**config.mk**
```make
export PLATFORM = sky130hd
export DESIGN_NAME = multi_mode_prng
export DESIGN_NICKNAME = d
export VERILOG_FILES = /design/src/mmp_pkg.sv /design/src/mmp_gen.sv /design/src/multi_mode_prng.sv
export SDC_FILE = /design/constraint.sdc
export NUM_CORES = 2
export LEC_CHECK = 0
export BUFFER_PORTS_ARGS = -buffer_cell sky130_fd_sc_hd__buf_2
export CAP_MARGIN = 25
export CORE_MARGIN = 3
export CORE_UTILIZATION = 50
export DETAILED_ROUTE_END_ITERATION = 6
export MAX_ROUTING_LAYER = met4
export PLACE_DENSITY = 0.67
export SLEW_MARGIN = 5
export SYNTH_ARGS = -nofsm -noshare
export SYNTH_HDL_FRONTEND = slang
export SYNTH_SLANG_ARGS = --single-unit
export TNS_END_PERCENT = 20
```
**constraint.sdc**
```tcl
create_clock -name clk -period 16.6 [get_ports clk]
set_input_delay 1.66 -clock clk [delete_from_list [all_inputs] [get_ports clk]]
set_output_delay 1.66 -clock clk [all_outputs]
set_load 0.005 [all_outputs]
```
**src/mmp_pkg.sv**
```systemverilog
// ----------------------------------------------------------------------------
// mmp_pkg: shared types, constants and helpers of the multi-mode PRNG
// Mode and request codes, generator constants, the rejected-seed list of the
// masked Galois mode, and the folding reduction modulo 65535.
// ----------------------------------------------------------------------------
`default_nettype none

package mmp_pkg;

  typedef enum logic [1:0] {
    MODE_FIB    = 2'd0,
    MODE_LCG    = 2'd1,
    MODE_GALOIS = 2'd2,
    MODE_PM     = 2'd3
  } mode_t;

  typedef enum logic {
    REQ_NEXT = 1'b0,
    REQ_SEED = 1'b1
  } req_kind_t;

  typedef struct packed {
    req_kind_t   kind;
    logic [15:0] seed;
  } req_t;

  // Fibonacci LFSR: parity table indexed by {s15, s14, s3, s12}
  localparam logic [15:0] FIB_PARITY   = 16'h6996;
  // LCG
  localparam logic [31:0] LCG_MULT     = 32'd1103515245;
  localparam logic [31:0] LCG_INC      = 32'd12345;
  localparam logic [31:0] LCG_RESET    = 32'd1;
  localparam logic [15:0] MOD_BASE     = 16'hFFFF;
  // Galois LFSR
  localparam logic [15:0] GALOIS_POLY  = 16'h100B;
  localparam logic [13:0] GALOIS_SCALE = 14'(119 * 119);
  localparam logic [15:0] MASK_SCALE   = 16'(137 * 29);
  localparam logic [15:0] MASK_RESET   = 16'(137 * 29);
  // Park-Miller
  localparam logic [15:0] PM_MULT      = 16'd33614;
  localparam logic [30:0] SHIFT_RESET  = 31'd1;

  localparam int unsigned BAD_SEED_COUNT = 48;

  localparam logic [15:0] BAD_SEEDS [BAD_SEED_COUNT] = '{
    16'h06d4, 16'h1744, 16'h19d0, 16'h1ccc, 16'h1cfa, 16'h1f79, 16'h2040, 16'h2ee4,
    16'h3362, 16'h3914, 16'h3ac4, 16'h3c25, 16'h4ee4, 16'h4fb9, 16'h56e4, 16'h57c4,
    16'h5c40, 16'h5ecc, 16'h653a, 16'h72d4, 16'h77ec, 16'h7bfa, 16'h82d4, 16'h8759,
    16'h8ad4, 16'h9744, 16'h9e40, 16'ha039, 16'ha0cc, 16'ha4cc, 16'ha704, 16'hac3a,
    16'hb6c4, 16'hbcc0, 16'hbdcc, 16'hbec4, 16'hc4d4, 16'hd2e4, 16'hd875, 16'hdac2,
    16'hdc7a, 16'hddfa, 16'he3d9, 16'he704, 16'hef04, 16'hef39, 16'hf8c4, 16'hfd40
  };

  // Parallel compare against the rejected-seed list
  function automatic logic is_bad_seed(input logic [15:0] s);
    logic hit;
    hit = 1'b0;
    for (int i = 0; i < BAD_SEED_COUNT; i++) begin
      if (BAD_SEEDS[i] == s) begin
        hit = 1'b1;
      end
    end
    return hit;
  endfunction

  // x mod 65535 by folding: 2^16 == 1 (mod 65535)
  function automatic logic [15:0] mod_ffff(input logic [31:0] x);
    logic [16:0] fold1;
    logic [16:0] fold2;
    logic [15:0] r;
    fold1 = {1'b0, x[31:16]} + {1'b0, x[15:0]};
    fold2 = {1'b0, fold1[15:0]} + {16'd0, fold1[16]};
    r     = fold2[15:0];
    return (r == MOD_BASE) ? 16'd0 : r;
  endfunction

endpackage

`default_nettype wire

```
**src/mmp_gen.sv**
```systemverilog
// ----------------------------------------------------------------------------
// mmp_gen: generator state and one-step update
// Holds the shift state, the Galois output mask and the LCG state. Given the
// item in the input register it forms the raw result and, on fire, commits
// the next state.
// ----------------------------------------------------------------------------
`default_nettype none

module mmp_gen (
  input  wire logic           clk,
  input  wire logic           rst,
  input  wire mmp_pkg::mode_t mode,
  input  wire logic           fire,
  input  wire mmp_pkg::req_t  req,
  output logic [31:0]         raw
);

  logic [30:0] shift_state;
  logic [30:0] shift_state_next;
  logic [15:0] xor_mask;
  logic [15:0] xor_mask_next;
  logic [31:0] lcg_state;
  logic [31:0] lcg_state_next;

  logic [15:0] s16;
  logic [3:0]  fib_sel;
  logic [15:0] fib_next;
  logic [15:0] gal_shift;
  logic [15:0] gal_next;
  logic [31:0] lcg_step;
  logic [46:0] pm_prod;
  logic [31:0] pm_sum;
  logic [30:0] pm_next;
  logic [29:0] gal_seed_state;
  logic [31:0] mask_prod;

  function automatic logic FIB_PARITY_BIT(input logic [3:0] sel);
    return mmp_pkg::FIB_PARITY[sel];
  endfunction

  assign s16 = shift_state[15:0];

  // Fibonacci: feedback is parity of bits 15, 14, 12, 3
  assign fib_sel  = {s16[15], s16[14], s16[3], s16[12]};
  assign fib_next = {s16[14:0], FIB_PARITY_BIT(fib_sel)};

  // Galois: shift, conditional polynomial, plus one
  assign gal_shift = {s16[14:0], 1'b0} ^ (s16[15] ? mmp_pkg::GALOIS_POLY : 16'd0);
  assign gal_next  = gal_shift + 16'd1;

  // LCG, wraps at 32 bits
  assign lcg_step = lcg_state * mmp_pkg::LCG_MULT + mmp_pkg::LCG_INC;

  // Park-Miller split-add: hi + lo, end-around carry
  assign pm_prod = 47'(mmp_pkg::PM_MULT) * 47'(shift_state);
  assign pm_sum  = 32'(pm_prod[46:32]) + 32'(pm_prod[31:1]);
  assign pm_next = pm_sum[31] ? (pm_sum[30:0] + 31'd1) : pm_sum[30:0];

  // Galois seeding
  assign gal_seed_state = 30'(mmp_pkg::GALOIS_SCALE) * 30'(req.seed);
  assign mask_prod      = 32'(mmp_pkg::MASK_SCALE) * 32'(req.seed);

  always_comb begin
    shift_state_next = shift_state;
    xor_mask_next    = xor_mask;
    lcg_state_next   = lcg_state;
    raw              = '0;
    if (req.kind == mmp_pkg::REQ_SEED) begin
      unique case (mode)
        mmp_pkg::MODE_FIB:    shift_state_next = 31'(req.seed);
        mmp_pkg::MODE_LCG:    lcg_state_next   = 32'(req.seed);
        mmp_pkg::MODE_GALOIS: begin
          if (!mmp_pkg::is_bad_seed(req.seed)) begin
            shift_state_next = 31'(gal_seed_state);
            xor_mask_next    = mask_prod[15:0];
          end
        end
        mmp_pkg::MODE_PM:     shift_state_next = 31'(req.seed) + 31'd1;
      endcase
    end else begin
      unique case (mode)
        mmp_pkg::MODE_FIB: begin
          shift_state_next = 31'(fib_next);
          raw              = 32'(fib_next);
        end
        mmp_pkg::MODE_LCG: begin
          lcg_state_next = lcg_step;
          raw            = lcg_step;
        end
        mmp_pkg::MODE_GALOIS: begin
          shift_state_next = 31'(gal_next);
          raw              = 32'(gal_next ^ xor_mask);
        end
        mmp_pkg::MODE_PM: begin
          shift_state_next = pm_next;
          raw              = 32'(pm_next[15:0]);
        end
      endcase
    end
  end

  always_ff @(posedge clk) begin
    if (rst) begin
      shift_state <= mmp_pkg::SHIFT_RESET;
      xor_mask    <= mmp_pkg::MASK_RESET;
      lcg_state   <= mmp_pkg::LCG_RESET;
    end else if (fire) begin
      shift_state <= shift_state_next;
      xor_mask    <= xor_mask_next;
      lcg_state   <= lcg_state_next;
    end
  end

endmodule

`default_nettype wire

```
**src/multi_mode_prng.sv**
```systemverilog
// ----------------------------------------------------------------------------
// multi_mode_prng: four-mode pseudo-random generator
// Each item either loads a seed (no result) or asks for the next 16-bit
// value (one result). The mode register picks a 16-bit Fibonacci LFSR, a
// 32-bit LCG reduced mod 65535, a masked 16-bit Galois LFSR, or the 31-bit
// Park-Miller generator. The block takes one item per cycle, back to back,
// while out_stall is low: an item sits in the input register, the state
// update needs one constant multiply at most, the raw value is registered,
// and the mod-65535 fold is done on the way into the output register.
// Stalls back up through the three stages; with out_stall low, in_stall
// stays low. Write mode only while the block is idle; the shift state is
// shared by the Fibonacci, Galois and Park-Miller modes, and all state is
// kept across mode changes.
// ----------------------------------------------------------------------------
`default_nettype none

module multi_mode_prng (
  input  wire logic        clk,
  input  wire logic        rst,
  // config
  input  wire logic        cfg_we,
  input  wire logic [1:0]  cfg_wdata,
  // request channel
  input  wire logic        in_valid,
  output logic             in_stall,
  input  wire logic        req_type,
  input  wire logic [15:0] seed,
  // result channel
  output logic             out_valid,
  input  wire logic        out_stall,
  output logic [15:0]      value
);

  mmp_pkg::mode_t mode;

  // stage A: input register
  logic           a_valid;
  mmp_pkg::req_t  a_req;
  // stage B: raw result of a next-value item
  logic           b_valid;
  logic [31:0]    b_raw;
  logic           b_lcg;

  logic           a_ready;
  logic           b_ready;
  logic           c_ready;
  logic           fire;
  logic [31:0]    raw;

  // --- stage handshake: each stage moves when its successor has room ---
  assign c_ready  = !out_valid || !out_stall;
  assign b_ready  = !b_valid || c_ready;
  assign a_ready  = !a_valid || b_ready;
  assign in_stall = !a_ready;
  // item in A commits its state update
  assign fire     = a_valid && b_ready;

  // --- mode register ---
  always_ff @(posedge clk) begin
    if (rst) begin
      mode <= mmp_pkg::MODE_FIB;
    end else if (cfg_we) begin
      mode <= mmp_pkg::mode_t'(cfg_wdata);
    end
  end

  // --- stage A ---
  always_ff @(posedge clk) begin
    if (rst) begin
      a_valid <= 1'b0;
    end else if (a_ready) begin
      a_valid <= in_valid;
    end
  end

  always_ff @(posedge clk) begin
    if (a_ready && in_valid) begin
      a_req.kind <= mmp_pkg::req_kind_t'(req_type);
      a_req.seed <= seed;
    end
  end

  // --- generator state and update ---
  mmp_gen u_gen (
    .clk  (clk),
    .rst  (rst),
    .mode (mode),
    .fire (fire),
    .req  (a_req),
    .raw  (raw)
  );

  // --- stage B: only next-value items continue ---
  always_ff @(posedge clk) begin
    if (rst) begin
      b_valid <= 1'b0;
    end else if (b_ready) begin
      b_valid <= fire && (a_req.kind == mmp_pkg::REQ_NEXT);
    end
  end

  always_ff @(posedge clk) begin
    if (fire) begin
      b_raw <= raw;
      b_lcg <= (mode == mmp_pkg::MODE_LCG);
    end
  end

  // --- stage C: output register, LCG values folded mod 65535 ---
  always_ff @(posedge clk) begin
    if (rst) begin
      out_valid <= 1'b0;
    end else if (c_ready) begin
      out_valid <= b_valid;
    end
  end

  always_ff @(posedge clk) begin
    if (c_ready && b_valid) begin
      value <= b_lcg ? mmp_pkg::mod_ffff(b_raw) : b_raw[15:0];
    end
  end

`ifndef SYNTHESIS
  // a seed load never yields a result
  a_seed_no_result: assert property (@(posedge clk) disable iff (rst)
    (fire && a_req.kind == mmp_pkg::REQ_SEED) |=> !b_valid)
    else $error("seed item produced a result");

  // input only stalls when every stage is full
  a_stall_full: assert property (@(posedge clk) disable iff (rst)
    in_stall |-> (a_valid && b_valid && out_valid))
    else $error("input stalled with room in the pipeline");

  // a new output must come from stage B
  a_out_source: assert property (@(posedge clk) disable iff (rst)
    $rose(out_valid) |-> $past(b_valid))
    else $error("output valid without a raw result");
`endif

endmodule

`default_nettype wire

```
==> impl_results.md <==
- Final worst-path cycle share: about two thirds
- Clk_lat worst skew: 0.48 ns
- Die area: 0.0679 sq mm
- Clock skew: 0.0168 ns
- I/O pin count: 42
- Mean area per synthesized cell: 9.22 sq um
- Worst path required time: around 17 ns
- Pwr dens: 182 mW/mm^2
- RSZ-0062 raised after global routing: false
- Root Buffer: clkbuf_16
- # DRC: 0
- CTS Sinks: ~150
- Fmax: 0.0916 GHz
- Max Slew Vio Count: 0
- CP Capture Type: register
- Num CTS Buffers: 17
- Diodes inserted: 0
- Least-Margin Pin Slew: 1.03 ns
- Post-synth top area cell: fa_1
- Gr ovfl total: 0
- Rel. slew slack: 31.1%
- Initial core utilization: 51.0%
- Die Wd: around 260 um
- Placed cells: 4345
- Via/cell ratio: roughly 5.7
- Crit path largest cell delay: a little over 0.8 ns
- DP Wirelength: 76.8 mm
- Post-Syn Nets: 4554
- GP Congestion: 0.993
- Pwr Total: 6.21 mW
- Number of antenna violations at the first check in global routing: 0
- Clock Path Buffers: 2
- PnR worst setup slack: roughly 5.7 ns
- Filler cell count: 5924
- R2R depth: 34
- Leak: 17.5 nW
- Synth top area share: a little over a quarter
- Most used flip-flop cell after synthesis: dfxtp_1
- Synthesized area: 0.0324 sq mm
- Avg WL per Cell: 20.8 um
- Hold slack final: 0.495 ns
- Num rows: around 90
- Hold Path Origin: b_valid
- Status: completed
- CORE AREA: 0.0635 sq mm
- CP max stage cell: dfxtp_1
- Number of synthesized flops with an enable pin: 66
- H-tree lvl count: 4
- Hold path depth: 2
- WL final: just over 90 mm
- First-pass GRT wire length: 144 mm
- Total track usage: around 29%
- Setup tns final: 0 ns
- Hold endpoint: out_valid
- Die height: 261 um
- Post-CTS setup buffer count: 0
- YS warnings: 0
- Startpoint class of the critical path: register
- Dominant cells by area after synthesis: fa_1 26%, ha_1 23%, inv_1 8.3%
- Asr flop ratio synth: 0%
- CTS tree: yes
- Sequential-to-total area share from yosys stat: 11.4%
- Tightest Hold Check Type: register to register
- Area growth, synth to finish: 5.44%
- Via count: 24965
- Clock-pin slew on the worst setup and hold paths: ~0.08 ns
- Maxcap violations: 0
- Non-Filler Instances: 4379
- Final setup fails: 0
- Place WS: ~5.8 ns
- Fraction of layout cells with a size suffix above 1: just over 4%
- Fin crit period: 10.92 ns
- Most used cell along the critical path: fa_1
- Vias in the first global route: 25097
- Worst Path Arrival: 11.14 ns
- # resized after CTS: 0
- Final Net Count: 4563
- Post-Synthesis Cells: 3511
- Reg-to-reg slack, setup: 5.68 ns
- Synth Register Bits: 151
- Worst vdd ir: 0.000250 V
- Largest net degree at the start of global routing: 86
- Crit Path Max Fanout: 15
- CTS hold repair buffers: 0
- Most frequent cells after synthesis: 714 x inv_1, 596 x ha_1, 423 x fa_1
- Critical R2R Launch: u_gen.shift_state[15]
- Count of different cell masters after synthesis: 94
- Drt pass-1 iters: 6
- IO Port Bufs: 41
- Fin. Hold Viols: 0
- Final ANT Viol Nets: 0
- Top-count cell post-synth: inv_1
- Critical path class: register to register
- Number of DRC markers in iteration 0: 2168
- Reg2reg end: b_raw[1]
## worst max-delay path, delay by kind of cell (launching register included)
kind | cells | cell delay (ns)
AOI/OAI and AO/OA | 14 | 3.96
adders and majority gates | 8 | 3.47
and+or+nand+nor | 5 | 0.91
muxes | 2 | 0.83
DFF | 1 | 0.81
buffers and inverters | 4 | 0.44
xor gates and xnor gates | 1 | 0.23
## routing by layer
| layer | up-vias | routed length [um] | share of wire (%) | global-route usage, % |
|---|---|---|---|---|
| met5 | - | 0 | 0 | - |
| met4 | 0 | 3210 | 3.5 | 9.32 |
| met2 | 849 | 43000 | 47 | 45.6 |
| met1 | 12178 | 39700 | 43 | 37.8 |
| met3 | 178 | 5380 | 5.9 | 3.63 |
| li1 | 11760 | - | - | - |
## power by group
group,switching (mW),internal [mW]
Clock,0.200,0.210
Sequential,0.0556,0.414
Combinational,3.24,2.10
Total,3.49,2.72
## kinds of logic (layout without fill, tap and decap cells)
group | after synthesis | count (layout) | share of synthesized area [%]
fa+ha+maj | 1019 | 1019 | 49.2
buf+inv | 794 | 816 | 9.26
simple gates | 682 | 682 | 10.4
compound gates | 603 | 603 | 12.5
xor+xnor | 234 | 234 | 6.33
flops | 151 | 151 | 11.4
mux | 28 | 28 | 0.916
## flip-flops by register name, summed over array words and instances, names as in the netlist
name and flops:
b_raw 32, u_gen.lcg_state 32, u_gen.shift_state 31, a_req 17, u_gen.xor_mask 16, value 16, mode 2, a_valid 1
b_lcg 1, b_valid 1, out_valid 1, u_gen.fib_next 1
## through the flow
stage,cell area [sq um],util (%)
floorplan,32400,-
global placement,33500,52.8
CTS,34100,53.7
global route,34100,53.7
finish,34100,53.7
detailed placement,33500,52.8
## area by class of cell
type / instances / area [sq um] / area share, %
inverter: 716 / 2690 / 7.87
multi-input combinational: 2566 / 25700 / 75.3
timing repair buffer: 68 / 415 / 1.22
clock inverter: 14 / 143 / 0.418
clock buffer: 18 / 450 / 1.32
tap: 846 / 1060 / 3.10
sequential: 151 / 3680 / 10.8
## layout by cell type, fill, tap and decap left out, types with 15 or more instances in the layout
cell type / instances
dfxtp_1: 84
nor2b_1: 35
a211oi_1: 43
nand2b_1: 26
buf_4: 26
nand3_1: 69
a221oi_1: 15
and3_1: 27
o21ai_0: 115
xnor2_1: 158
ha_1: 596
buf_2: 41
clkbuf_16: 18
xor2_1: 76
nor3_1: 59
nand2_1: 160
o21a_1: 24
nor2_1: 171
mux2i_1: 24
a31oi_1: 16
fa_1: 423
o21bai_1: 17
a21o_1: 45
a21oi_1: 166
inv_1: 714
nand4_1: 38
edfxtp_1: 66
a22oi_1: 23
and2_1: 22
## how the worst max path moves through the flow
stage	from	endpoint	slack [ns]	cells after the start
2_1_floorplan	u_gen.shift_state[15]	b_raw[1]	7.01	35
3_3_place_gp	u_gen.shift_state[15]	b_raw[1]	6.00	34
3_5_place_dp	u_gen.shift_state[15]	b_raw[1]	5.81	34
4_1_cts	u_gen.shift_state[15]	b_raw[1]	5.75	34
5_1_grt	u_gen.shift_state[15]	u_gen.fib_next[0]	4.99	36
6_report	u_gen.shift_state[15]	b_raw[1]	5.68	34
Power figures use the tool's default switching activity.
